## src/dnsa_pkg.sv

```systemverilog
// Package with the shared types and codes of the DNS response A record parser.
`default_nettype none
package dnsa_pkg;

	typedef enum logic [3:0] {
		PH_HEADER  = 4'd0,
		PH_NAME    = 4'd1,
		PH_LABEL   = 4'd2,
		PH_POINTER = 4'd3,
		PH_QFIXED  = 4'd4,
		PH_ASTART  = 4'd5,
		PH_AFIXED  = 4'd6,
		PH_RDSKIP  = 4'd7,
		PH_CAPTURE = 4'd8,
		PH_DONE    = 4'd9
	} phase_t;

	localparam logic [2:0] ST_OK           = 3'd0;
	localparam logic [2:0] ST_TOO_SHORT    = 3'd1;
	localparam logic [2:0] ST_NOT_RESPONSE = 3'd2;
	localparam logic [2:0] ST_RCODE_ERROR  = 3'd3;
	localparam logic [2:0] ST_NO_ANSWERS   = 3'd4;
	localparam logic [2:0] ST_TRUNCATED    = 3'd5;
	localparam logic [2:0] ST_NO_A_RECORD  = 3'd6;

	localparam logic [15:0] FLAG_RESPONSE  = 16'h8000;
	localparam logic [15:0] FLAG_RCODE     = 16'h000F;
	localparam logic [7:0]  POINTER_MASK   = 8'hC0;
	localparam logic [3:0]  HDR_LAST_IDX   = 4'd11;
	localparam logic [3:0]  FIXED_LEN      = 4'd10;
	localparam logic [3:0]  ADDR_LEN       = 4'd4;
	localparam logic [15:0] QFIXED_LEN     = 16'd4;
	localparam logic [15:0] TYPE_A         = 16'd1;
	localparam logic [15:0] A_RDLEN        = 16'd4;

	typedef struct packed {
		logic [2:0]  status;
		logic [31:0] ip_address;
	} result_t;

endpackage
`default_nettype wire

```

## src/dnsa_parser.sv

```systemverilog
// Per-byte parse state and its combinational next-state logic.
`default_nettype none
module dnsa_parser (
	input  wire logic            clk,
	input  wire logic            arst_n,
	input  wire logic            step,
	input  wire logic [7:0]      data_byte,
	input  wire logic            last_byte,
	output dnsa_pkg::result_t    result
);
	import dnsa_pkg::*;

	phase_t      ph_q, ph_d;
	logic [3:0]  hidx_q, hidx_d;
	logic [15:0] flags_q, flags_d;
	logic [15:0] qleft_q, qleft_d;
	logic [15:0] aleft_q, aleft_d;
	logic [15:0] skip_q, skip_d;
	logic [3:0]  cnt_q, cnt_d;
	logic [15:0] rtype_q, rtype_d;
	logic [15:0] rdlen_q, rdlen_d;
	logic [31:0] addr_q, addr_d;
	logic [2:0]  verdict_q, verdict_d;
	logic [15:0] skip_dec, qleft_dec, aleft_dec;
	logic [3:0]  cnt_inc;
	logic [2:0]  fin_status;

	assign skip_dec  = skip_q - 16'd1;
	assign qleft_dec = qleft_q - 16'd1;
	assign aleft_dec = aleft_q - 16'd1;
	assign cnt_inc   = cnt_q + 4'd1;

	always_comb begin
		ph_d      = ph_q;
		hidx_d    = hidx_q;
		flags_d   = flags_q;
		qleft_d   = qleft_q;
		aleft_d   = aleft_q;
		skip_d    = skip_q;
		cnt_d     = cnt_q;
		rtype_d   = rtype_q;
		rdlen_d   = rdlen_q;
		addr_d    = addr_q;
		verdict_d = verdict_q;
		unique case (ph_q)
			PH_HEADER: begin
				hidx_d = hidx_q + 4'd1;
				if (hidx_q == 4'd2 || hidx_q == 4'd3) begin
					flags_d = {flags_q[7:0], data_byte};
				end else if (hidx_q == 4'd4 || hidx_q == 4'd5) begin
					qleft_d = {qleft_q[7:0], data_byte};
				end else if (hidx_q == 4'd6 || hidx_q == 4'd7) begin
					aleft_d = {aleft_q[7:0], data_byte};
				end
				if (hidx_q == HDR_LAST_IDX) begin
					if ((flags_q & FLAG_RESPONSE) == 16'd0) begin
						verdict_d = ST_NOT_RESPONSE;
						ph_d      = PH_DONE;
					end else if ((flags_q & FLAG_RCODE) != 16'd0) begin
						verdict_d = ST_RCODE_ERROR;
						ph_d      = PH_DONE;
					end else if (aleft_q == 16'd0) begin
						verdict_d = ST_NO_ANSWERS;
						ph_d      = PH_DONE;
					end else begin
						ph_d = (qleft_q != 16'd0) ? PH_NAME : PH_ASTART;
					end
				end
			end
			PH_NAME, PH_ASTART: begin
				if ((data_byte & POINTER_MASK) == POINTER_MASK) begin
					ph_d = PH_POINTER;
				end else if (data_byte == 8'd0) begin
					if (qleft_q != 16'd0) begin
						skip_d = QFIXED_LEN;
						ph_d   = PH_QFIXED;
					end else begin
						cnt_d = 4'd0;
						ph_d  = PH_AFIXED;
					end
				end else begin
					skip_d = {8'd0, data_byte};
					ph_d   = PH_LABEL;
				end
			end
			PH_LABEL: begin
				skip_d = skip_dec;
				if (skip_dec == 16'd0) begin
					ph_d = PH_NAME;
				end
			end
			PH_POINTER: begin
				if (qleft_q != 16'd0) begin
					skip_d = QFIXED_LEN;
					ph_d   = PH_QFIXED;
				end else begin
					cnt_d = 4'd0;
					ph_d  = PH_AFIXED;
				end
			end
			PH_QFIXED: begin
				skip_d = skip_dec;
				if (skip_dec == 16'd0) begin
					qleft_d = qleft_dec;
					ph_d    = (qleft_dec != 16'd0) ? PH_NAME : PH_ASTART;
				end
			end
			PH_AFIXED: begin
				if (cnt_q < 4'd2) begin
					rtype_d = {rtype_q[7:0], data_byte};
				end else if (cnt_q >= 4'd8) begin
					rdlen_d = {rdlen_q[7:0], data_byte};
				end
				cnt_d = cnt_inc;
				if (cnt_inc >= FIXED_LEN) begin
					cnt_d = 4'd0;
					if (rtype_d == TYPE_A && rdlen_d == A_RDLEN) begin
						addr_d = 32'd0;
						ph_d   = PH_CAPTURE;
					end else if (rdlen_d == 16'd0) begin
						aleft_d = aleft_dec;
						if (aleft_dec == 16'd0) begin
							verdict_d = ST_NO_A_RECORD;
							ph_d      = PH_DONE;
						end else begin
							ph_d = PH_ASTART;
						end
					end else begin
						skip_d = rdlen_d;
						ph_d   = PH_RDSKIP;
					end
				end
			end
			PH_RDSKIP: begin
				skip_d = skip_dec;
				if (skip_dec == 16'd0) begin
					aleft_d = aleft_dec;
					if (aleft_dec == 16'd0) begin
						verdict_d = ST_NO_A_RECORD;
						ph_d      = PH_DONE;
					end else begin
						ph_d = PH_ASTART;
					end
				end
			end
			PH_CAPTURE: begin
				addr_d = {addr_q[23:0], data_byte};
				cnt_d  = cnt_inc;
				if (cnt_inc >= ADDR_LEN) begin
					verdict_d = ST_OK;
					ph_d      = PH_DONE;
				end
			end
			PH_DONE: begin
				// Verdict is decided; remaining bytes of the packet are ignored.
			end
			default: begin
				ph_d = ph_q;
			end
		endcase
	end

	// Status as seen right after this byte has been consumed.
	always_comb begin
		priority if (ph_d == PH_DONE) begin
			fin_status = verdict_d;
		end else if (ph_d == PH_HEADER) begin
			fin_status = ST_TOO_SHORT;
		end else if (ph_d == PH_AFIXED || ph_d == PH_CAPTURE) begin
			fin_status = ST_TRUNCATED;
		end else if ((ph_d == PH_NAME || ph_d == PH_LABEL || ph_d == PH_POINTER)
				&& qleft_d == 16'd0) begin
			fin_status = ST_TRUNCATED;
		end else begin
			fin_status = ST_NO_A_RECORD;
		end
	end

	assign result.status     = fin_status;
	assign result.ip_address = (fin_status == ST_OK) ? addr_d : 32'd0;

	always_ff @(posedge clk or negedge arst_n) begin
		if (!arst_n) begin
			ph_q      <= PH_HEADER;
			hidx_q    <= 4'd0;
			flags_q   <= 16'd0;
			qleft_q   <= 16'd0;
			aleft_q   <= 16'd0;
			skip_q    <= 16'd0;
			cnt_q     <= 4'd0;
			rtype_q   <= 16'd0;
			rdlen_q   <= 16'd0;
			addr_q    <= 32'd0;
			verdict_q <= ST_OK;
		end else if (step) begin
			if (last_byte) begin
				ph_q      <= PH_HEADER;
				hidx_q    <= 4'd0;
				flags_q   <= 16'd0;
				qleft_q   <= 16'd0;
				aleft_q   <= 16'd0;
				skip_q    <= 16'd0;
				cnt_q     <= 4'd0;
				rtype_q   <= 16'd0;
				rdlen_q   <= 16'd0;
				addr_q    <= 32'd0;
				verdict_q <= ST_OK;
			end else begin
				ph_q      <= ph_d;
				hidx_q    <= hidx_d;
				flags_q   <= flags_d;
				qleft_q   <= qleft_d;
				aleft_q   <= aleft_d;
				skip_q    <= skip_d;
				cnt_q     <= cnt_d;
				rtype_q   <= rtype_d;
				rdlen_q   <= rdlen_d;
				addr_q    <= addr_d;
				verdict_q <= verdict_d;
			end
		end
	end

endmodule
`default_nettype wire

```

## src/dns_response_a_record_parser.sv

```systemverilog
// Top level of the DNS response A record parser: input and result registers.
//
// The block takes a DNS response packet one byte per request on the input
// channel (in_valid/in_ready, data_byte, last_byte), last_byte marking the
// final byte. It checks the 12-byte header, skips the question section and
// walks the answer records, looking for the first type A record whose rdata
// length is 4. Exactly one result request (out_valid/out_ready, status,
// ip_address) is produced per packet, for its last byte; ip_address holds
// the address only when status is ok and is zero otherwise.
//
// Each byte is first captured in an input register, then the parse state is
// updated from it and, for a last byte, the result register is loaded. A
// result is thus offered once its last byte has left the input register.
// The block takes one byte in every cycle unless a last byte is held back;
// the parse state takes each byte as it leaves the input register. When
// the receiver stalls, bytes that are not the last of a packet keep flowing;
// a last byte waits in the input register until the result register is free,
// and in_ready drops only then.
// Reset clears both registers' valid flags and returns the parser to the
// start of a packet; after each packet's last byte it returns there as well.
`default_nettype none
module dns_response_a_record_parser (
	input  wire logic        clk,
	input  wire logic        arst_n,
	input  wire logic        in_valid,
	output logic             in_ready,
	input  wire logic [7:0]  data_byte,
	input  wire logic        last_byte,
	output logic             out_valid,
	input  wire logic        out_ready,
	output logic [2:0]       status,
	output logic [31:0]      ip_address
);
	import dnsa_pkg::*;

	logic        vld_s1;
	logic [7:0]  byte_s1;
	logic        last_s1;
	logic        advance;
	logic        out_vld_q;
	logic [2:0]  status_q;
	logic [31:0] ip_q;
	result_t     result;

	// A byte moves into the parser unless it is a last byte facing a full,
	// stalled result register.
	assign advance  = vld_s1 && (!last_s1 || !out_vld_q || out_ready);
	assign in_ready = !vld_s1 || advance;

	always_ff @(posedge clk or negedge arst_n) begin
		if (!arst_n) begin
			vld_s1 <= 1'b0;
		end else if (in_valid && in_ready) begin
			vld_s1 <= 1'b1;
		end else if (advance) begin
			vld_s1 <= 1'b0;
		end
	end

	always_ff @(posedge clk) begin
		if (in_valid && in_ready) begin
			byte_s1 <= data_byte;
			last_s1 <= last_byte;
		end
	end

	dnsa_parser u_parser (
		.clk       (clk),
		.arst_n    (arst_n),
		.step      (advance),
		.data_byte (byte_s1),
		.last_byte (last_s1),
		.result    (result)
	);

	always_ff @(posedge clk or negedge arst_n) begin
		if (!arst_n) begin
			out_vld_q <= 1'b0;
		end else if (advance && last_s1) begin
			out_vld_q <= 1'b1;
		end else if (out_ready) begin
			out_vld_q <= 1'b0;
		end
	end

	always_ff @(posedge clk) begin
		if (advance && last_s1) begin
			status_q <= result.status;
			ip_q     <= result.ip_address;
		end
	end

	assign out_valid  = out_vld_q;
	assign status     = status_q;
	assign ip_address = ip_q;

endmodule
`default_nettype wire
```

## config.mk

```make
export PLATFORM = sky130hd
export DESIGN_NAME = dns_response_a_record_parser
export DESIGN_NICKNAME = d
export VERILOG_FILES = /design/src/dnsa_pkg.sv /design/src/dnsa_parser.sv /design/src/dns_response_a_record_parser.sv
export SDC_FILE = /design/constraint.sdc
export NUM_CORES = 1
export LEC_CHECK = 0
export BUFFER_PORTS_ARGS = -buffer_cell sky130_fd_sc_hd__buf_4
export CORE_MARGIN = 2
export CORE_UTILIZATION = 55
export CTS_BUF_LIST = sky130_fd_sc_hd__clkbuf_8
export CTS_CLUSTER_DIAMETER = 40
export CTS_CLUSTER_SIZE = 40
export DETAILED_ROUTE_END_ITERATION = 8
export PLACE_DENSITY = 0.81
export RECOVER_POWER = 25
export SLEW_MARGIN = 15
export SYNTH_ARGS = -nofsm -noshare
export SYNTH_HDL_FRONTEND = slang
export SYNTH_SLANG_ARGS = --single-unit
export TNS_END_PERCENT = 30
```

## constraint.sdc

```tcl
create_clock -name clk -period 3.3 [get_ports clk]
set_clock_uncertainty 0.05 [all_clocks]
set_input_delay 0.165 -clock clk [delete_from_list [all_inputs] [get_ports clk]]
set_output_delay 0.165 -clock clk [all_outputs]
set_load 0.02 [all_outputs]
```

==> results of run 1 <==
## stage by stage
step,cell area [µm²],cells
after floorplan,10480,1100
after global placement,11880,1440
after detailed placement,11880,1440
after CTS,12600,1494
after global routing,13080,1509
final,13080,1509
## final timing paths
check | from | cells after the start | slack (ps) | to
worst max-delay path | u_parser.skip_q[8] | 10 | -150 | status[1]
worst min-delay path | out_ready | 3 | 110 | out_valid
worst max register to register | u_parser.skip_q[8] | 10 | -150 | status[1]
worst min register to register | u_parser.rtype_q[14] | 1 | 460 | u_parser.rtype_q[14]
max in group asynchronous | arst_n | 3 | 590 | u_parser.skip_q[3]
min in group asynchronous | arst_n | 2 | 720 | u_parser.skip_q[11]
## power by group through the flow
stage                     Clock (µW)  Combinational [µW]  Sequential [µW]
after global routing            1710                1890             2470
final                           1620                1780             2460
after global placement             0                1430             2500
after floorplan                    0                 832             2490
after detailed placement           0                1440             2500
after CTS                       1620                1550             2460
## sequential cells by signal, summed over array words and instances (netlist names)
name	count
u_parser.rdlen_q	16
u_parser.verdict_q	3
u_parser.skip_q	16
u_parser.rtype_q	16
last_s1	1
u_parser.aleft_q	16
vld_s1	1
u_parser.flags_q	6
u_parser.addr_q	32
out_valid	1
u_parser.hidx_q	4
status	3
u_parser.qleft_q	16
u_parser.ph_q	4
ip_address	32
u_parser.cnt_q	4
byte_s1	8
## synthesized netlist by cell type, types with 5 or more instances
library cell | n | share of area
a211oi_1 | 5 | 0.0036
a21o_1 | 11 | 0.0079
a21oi_1 | 43 | 0.021
a22o_1 | 93 | 0.078
a22oi_1 | 43 | 0.031
a31oi_1 | 6 | 0.0036
and3_1 | 10 | 0.0060
buf_2 | 6 | 0.0029
buf_6 | 6 | 0.0065
clkbuf_1 | 65 | 0.023
dfrtp_1 | 135 | 0.32
edfxtp_1 | 44 | 0.13
ha_1 | 12 | 0.014
inv_1 | 18 | 0.0065
mux2i_1 | 12 | 0.011
nand2_1 | 94 | 0.034
nand2b_1 | 8 | 0.0048
nand3_1 | 22 | 0.011
nand4_1 | 7 | 0.0042
nor2_1 | 90 | 0.032
nor2_2 | 30 | 0.018
nor3_1 | 39 | 0.019
nor4_1 | 25 | 0.015
o211ai_1 | 5 | 0.0036
o21a_1 | 7 | 0.0050
o21ai_0 | 76 | 0.036
o21ai_1 | 11 | 0.0053
o221ai_1 | 5 | 0.0042
o22ai_1 | 13 | 0.0078
o31ai_1 | 8 | 0.0057
o32ai_1 | 5 | 0.0042
or2_2 | 7 | 0.0042
or3_1 | 15 | 0.0090
or4_1 | 8 | 0.0057
xor2_1 | 15 | 0.013
## kinds of logic (layout without fill, tap and decap cells)
family                     count (synthesis)  after routing  synth area share
and+or+nand+nor                          398            398            0.2022
AOI/OAI and AO/OA                        372            372            0.2590
buffers and inverters                    104            279           0.04376
muxes                                     16             16           0.01578
adders and majority gates                 12             12           0.01435
xor gates and xnor gates                  19             19           0.01590
DFF                                      179            179            0.4491
## final cells by class
type,count,area [µm²]
multi-input cells,817,5738
fillers,1319,5628
flip-flops and latches,179,4705
repair buffers,228,1832
well taps,234,292.8
clock buffers,17,234.0
clock inverters,15,205.2
inverters,19,71.32
## worst reg2reg max path, stage by stage (launching register included)
cell	delay [ps]
dfrtp_1	390
or4_4	580
o41ai_4	380
o211a_4	260
buf_12	140
a31oi_4	80
nor3_2	220
or3b_4	420
nor4_4	280
nand4_1	190
a21o_1	220
## layer usage
metal | global-route usage | routed length (µm)
met1 | 0.4354 | 13140
met2 | 0.4831 | 14980
met3 | 0.05148 | 2944
met4 | 0.1058 | 981
met5 | 0 | 0
## repair_timing
item                                    4_1_cts  5_1_grt
endpoints found under the hold margin        87        0
endpoints found under the setup margin       34       61
setup buffers                                10       10
gates cloned                                  0        4
hold buffers                                 12        0
pin swaps                                    26       38
resized for setup                            24       62
==> summary.md, run 1 <==
| Metric | Value |
|---|---|
| Via density | `6.659` |
| Main synth FF type | `dfrtp_1` |
| Fin crit share | `1.047` |
| Setup TNS | `-4015 ps` |
| Drc violations | `0` |
| Max stage delay on crit path | `580 ps` |
| Initial antenna violation count | `0` |
| Die Height | `141.9 µm` |
| First-pass GRT wire length | `48,820 µm` |
| Delay-heaviest family, CP | `simple AND/OR/NAND/NOR gates` |
| CTS HTree Levels | `4` |
| Seq/Total Area, Yosys | `0.4491` |
| Clk buf depth | `2` |
| Startpoint types | `flop` |
| CTS tree | `yes` |
| # IOs | `50` |
| Synthesized area | `10,470 µm²` |
| Sw Share | `0.3466` |
| Gpl congestion | `1.039` |
| Sequential share of power | `0.420` |
| Commonest non-fill, non-tap cell in the layout | `buf_4` |
| Sw power | `2030 µW` |
| Fin crit period | `3454 ps` |
| Leakage | `0.005464 µW` |
| DRT antenna net count | `0` |
| Setup slack at placement | `-253.8 ps` |
| RSZ-0062 raised after global routing | `yes` |
| Worst Max-Slew Pin Slew | `2015 ps` |
| Core area | `18,710 µm²` |
| Worst setup slack after layout | `-154.4 ps` |
| Die width | `141.9 µm` |
| CTS buffer count | `17` |
| Row cnt | `50` |
| CP Buf/Inv Count | `1` |
| CP arrival | `3640 ps` |
| Clk slew on worst S/H paths | `110 ps` |
| Initial Util | `0.5595` |
| Skew-Pair Late Insertion Delay | `490 ps` |
| Power share of the clock group | `0.276` |
| Logic pwr share | `0.304` |
| Slew Limit Fails | `79` |
| Post-Route Hold Slack | `105.1 ps` |
| Wirelength, routed | `32,040 µm` |
| Peak VDD IR | `0.3196 mV` |
| Failing checks | `capacitance limit, slew limit, setup timing` |
| Yosys cell types | `93` |
| Gr ovfl total | `0` |
| Synthesized flop and latch total | `179` |
| Vias in the first global route | `9,251` |
| GRT Total Usage | `0.3073` |
| Status | `finished, violations left` |
| Clock sink total | `179` |
| Total Power | `5858 µW` |
| Diodes inserted | `0` |
| Nature of the critical path endpoint | `flop` |
| Int Pwr | `3828 µW` |
| Via count | `10.05k` |
| Detailed Place HPWL | `21,240 µm` |
| PortBufs | `49` |
| Layout cells sized above 1 | `0.2894` |
| Final setup viols | `34` |
| Routed len/inst | `21.23 µm` |
| Layout Nets | `1,287` |
| Ys async rst share | `0.7542` |
| Synth-to-layout area growth | `24.96%` |
| Mapped Cells | `1,100` |
| Power Dens Cells | `447.9 nW/µm²` |
| DRT Pass-1 Iters | `6` |
| Hold Vio Cnt, Final | `0` |
| Largest net degree at the start of global routing | `79` |
| First-iteration detailed-routing DRC count | `1,177` |
| Final Core Density | `0.6991` |
| Root Buffer | `clkbuf_8` |
| CP Class | `flop to flop` |
| Die area | `20,150 µm²` |
| Worst-path cell chain | `or4_4, o41ai_4, o211a_4, buf_12, a31oi_4, nor3_2, or3b_4, nor4_4, nand4_1, a21o_1` |
| Post-synth EDFFs | `44` |
| Worst path slowest cell | `or4_4` |
| Peak fanout along the critical path | `7` |
| Syn Area/Cell | `9.514 µm²` |
| Worst rel slew slack | `-0.3436` |
| Hold Crit Class | `input pin to flop` |
| Post-Syn Nets | `1,125` |
| Most frequent cells in the layout | `197 x buf_4, 131 x dfrtp_1, 93 x a22o_1, 92 x nand2_1, 82 x nor2_1` |
| Worst endpoint required time | `3490 ps` |
| Yosys warnings | `0` |
| Max-cap check violation count | `1` |
| Max Clk Rate | `0.2895 GHz` |
Power figures use the tool's default switching activity.
==> run 2, diff against run 1 <==
- ABC_AREA: unset -> 1
==> run 2 against run 1 <==
Against the previous run:
- the run ends with capacitance limit, slew limit left
- largest cell class unchanged
- critical path depth grew 8
- combinational power grew 42%
- fmax grew 4.9%
==> summary.md, run 2 <==
| Metric | Value |
|---|---|
| Fin crit share | `0.9980 (-0.04874)` |
| Yosys top cell by area | `dfrtp_1` |
| Drc violations | `0 (unchanged)` |
| Ys async rst share | `0.7542 (unchanged)` |
| Gpl congestion | `0.9826 (-5.4%)` |
| Wirelength, routed | `35,340 µm (+10%)` |
| Worst endpoint required time | `3500 ps (about the same)` |
| Final Core Density | `0.6762 (-0.02291)` |
| First-iteration detailed-routing DRC count | `1,138 (-3.3%)` |
| Slew Limit Fails | `59 (-25%)` |
| Hold Crit Class | `input pin to flop` |
| First-pass GRT wire length | `55,150 µm (+13%)` |
| Dominant cell by count in the synthesized netlist | `nand2_1` |
| Peak VDD IR | `0.3394 mV (+6.2%)` |
| Post-synth EDFFs | `44 (unchanged)` |
| Number of cells on the worst reg-to-reg path | `18 (+8)` |
| Row cnt | `51 (+2.0%)` |
| Root Buffer | `clkbuf_8` |
| Setup slack at placement | `-144.4 ps (+109.3 ps)` |
| Fin crit period | `3294 ps (-160.8 ps)` |
| DRT Pass-1 Iters | `5 (-1)` |
| Synthesized flop and latch total | `179 (unchanged)` |
| Initial antenna violation count | `0 (unchanged)` |
| Diodes inserted | `0 (unchanged)` |
| Worst Hold Launch | `data_byte[7]` |
| Clk slew on worst S/H paths | `120 ps (about the same)` |
| Die Height | `146.0 µm (+2.9%)` |
| Synth top cells by count | `341 x nand2_1, 168 x nor2_1, 157 x inv_1, 151 x o21ai_0, 135 x dfrtp_1` |
| Power Dens Cells | `506.9 nW/µm² (+13%)` |
| Mapped Cells | `1,498 (+36%)` |
| CP dominant cell by count | `nand2_1` |
| Via count | `11.43k (+14%)` |
| Worst Max-Slew Pin Slew | `1612 ps (-403.5 ps)` |
| Max Clk Rate | `0.3036 GHz (+4.9%)` |
| Gr ovfl total | `0 (unchanged)` |
| Setup TNS | `0 ps (+4015 ps)` |
| Detailed Place HPWL | `23,990 µm (+13%)` |
| Largest cells by area after synthesis | `dfrtp_1 30%, edfxtp_1 12%, nand2_1 12%` |
| Worst rel slew slack | `-0.07458 (+0.2690)` |
| Layout Nets | `1,638 (+27%)` |
| Hold EP | `byte_s1[7]` |
| Crit Reg-Reg Startpoint | `u_parser.skip_q[5]` |
| Nature of the critical path endpoint | `flop` |
| Status | `finished, violations left` |
| CP Class | `flop to flop` |
| Worst reg-to-reg setup slack | `6 ps (+160 ps)` |
| Layout cells sized above 1 | `0.2023 (-0.08707)` |
| Skew-Pair Late Insertion Delay | `500 ps (about the same)` |
| Failing checks | `capacitance limit, slew limit` |
| Synth-to-layout area growth | `19.79%` |
| Die area | `21,320 µm² (+5.8%)` |
| Leakage | `0.006115 µW (+12%)` |
| Post-Syn Nets | `1,523 (+35%)` |
| Startpoint types | `flop` |
| Main synth FF type | `dfrtp_1` |
| CP arrival | `3490 ps (-150 ps)` |
| Core area | `19,650 µm² (+5.1%)` |
| Hold Vio Cnt, Final | `0 (unchanged)` |
| Syn Area/Cell | `7.406 µm² (-22%)` |
| Via density | `6.042 (-9.3%)` |
| Synthesized area | `11,090 µm² (+6.0%)` |
| Clk buf depth | `2 (unchanged)` |
| GRT Total Usage | `0.3209 (+0.01363)` |
| RSZ-0062 raised after global routing | `yes` |
| Yosys cell types | `56 (-40%)` |
| Worst path slowest cell | `dfrtp_2` |
| Commonest non-fill, non-tap cell in the layout | `nand2_1` |
| Initial Util | `0.5645 (+0.005025)` |
| Final setup viols | `0 (-100%)` |
| # IOs | `50 (unchanged)` |
| Vias in the first global route | `10.71k (+16%)` |
| Clock sink total | `179 (unchanged)` |
| Max-cap check violation count | `1 (unchanged)` |
| Hold Path Depth | `2 (-1)` |
| PortBufs | `49 (unchanged)` |
| Most frequent cells in the layout | `331 x nand2_1, 152 x inv_1, 143 x nor2_1, 137 x o21ai_0, 125 x dfrtp_1` |
| Post-Route Hold Slack | `360.4 ps (+255.3 ps)` |
| Delay-heaviest family, CP | `simple AND/OR/NAND/NOR gates` |
| Worst-path cell chain | `nor2_2, nand2_1, nor2_1, nand2_1, nand2_1, nand2_1, nor2_1, nand3_4, buf_4, nand2_1, nand3_1, nand2_2, nand3_2, nor3_2, nand2_1, nand3_4, clkbuf_16, nor2_2` |
| Largest net degree at the start of global routing | `79 (unchanged)` |
| Dpl cell area | `12,200 µm² (+2.7%)` |
| CTS tree | `yes` |
| DRT antenna net count | `0 (unchanged)` |
| Finished Cell Area | `13,290 µm² (+1.6%)` |
| CTS buffer count | `17 (unchanged)` |
| Max stage delay on crit path | `480 ps (-100 ps)` |
| CTS HTree Levels | `4 (unchanged)` |
| Fillcell total | `1,652 (+25%)` |
| Die width | `146.0 µm (+2.9%)` |
| Synth top area share | `0.3045 (-0.01831)` |
| Seq/Total Area, Yosys | `0.4236 (-0.02547)` |
| Worst setup slack after layout | `6.471 ps (+160.8 ps)` |
| Reg-to-reg endpoint | `ip_address[31]` |
| CP Buf/Inv Count | `2 (+1)` |
| Routed len/inst | `18.69 µm (-12%)` |
| Peak fanout along the critical path | `10 (+3)` |
| Yosys warnings | `0 (unchanged)` |
run 2: changes by cell type in the layout (fill, tap and decap cells not counted), sizes merged, moves of 15 or more:
| cell | change |
|---|---|
| o21ai | +85 |
| buf | -74 |
| inv | +148 |
| or3 | -15 |
| nor3 | -23 |
| nand2 | +252 |
| nor2 | +91 |
| o22ai | +24 |
| a22o | -92 |
| nand3 | +98 |
| nor4 | -28 |
run 2: kinds of logic (layout without fill, tap and decap cells):
logic type      count (synthesis)  in the layout  synth area share
simple gates                  734            736            0.2914
compound gates                333            333            0.1785
buf+inv                       227            353           0.08267
flops                         179            179            0.4236
xor+xnor                       13             13           0.01026
fa+ha+maj                      12             12           0.01353
run 2: layout make-up:
cell class	count	area, µm²	area share
clock buffers	17	234.0	0.01761
clock inverters	15	216.5	0.01629
inverters	167	629.4	0.04735
multi-input cells	1094	5848	0.4400
flip-flops and latches	179	4712	0.3545
well taps	265	331.6	0.02495
repair buffers	154	1319	0.09923
run 2: worst reg2reg max path, stage by stage, from the launching register on:
cell and delay (ps):
dfrtp_2 480, nor2_2 170, nand2_1 130, nor2_1 140, nand2_1 60, nand2_1 60, nand2_1 110, nor2_1 280
nand3_4 160, buf_4 170, nand2_1 70, nand3_1 90, nand2_2 120, nand3_2 140, nor3_2 250, nand2_1 160
nand3_4 190, clkbuf_16 200, nor2_2 40
run 2: report_power, final:
group	total [µW]	switching, µW	internal (µW)
sequential	2550	147	2400
combinational	2530	1670	867
clock	1660	1040	613
total	6740	2860	3880
run 2: through the flow:
step / cells / power, µW
final: 1891 / 6737
after global routing: 1891 / 7087
after CTS: 1875 / 6455
after detailed placement: 1831 / 4774
after global placement: 1831 / 4756
after floorplan: 1498 / 4038
run 2: per-layer routing:
layer	wire, µm	global-route usage	vias to the layer above
met4	1535	0.1413	0
met2	16650	0.5127	600
met5	0	0	-
li1	-	-	5289
met1	14240	0.4244	5408
met3	2916	0.06781	128
run 2: worst max-delay path by stage:
| stage | startpoint | to | slack (ps) | depth (start not counted) |
|---|---|---|---|---|
| finish | u_parser.skip_q[5] | ip_address[31] | 6 | 18 |
| global route | u_parser.skip_q[1] | ip_address[24] | -130 | 21 |
| CTS | u_parser.qleft_q[0] | ip_address[13] | 10 | 22 |
| detailed placement | u_parser.qleft_q[0] | ip_address[13] | -140 | 22 |
| global placement | u_parser.qleft_q[0] | ip_address[13] | -130 | 22 |
| floorplan | u_parser.skip_q[0] | ip_address[23] | 240 | 20 |
run 2: what timing repair did:
action                                 CTS  global route
setup endpoints to repair               33            34
pin swaps                                2            20
hold buffers                            12             0
gates cloned                             0             5
buffers inserted                         0            11
gates resized for setup                  7           107
endpoints found under the hold margin   68             0
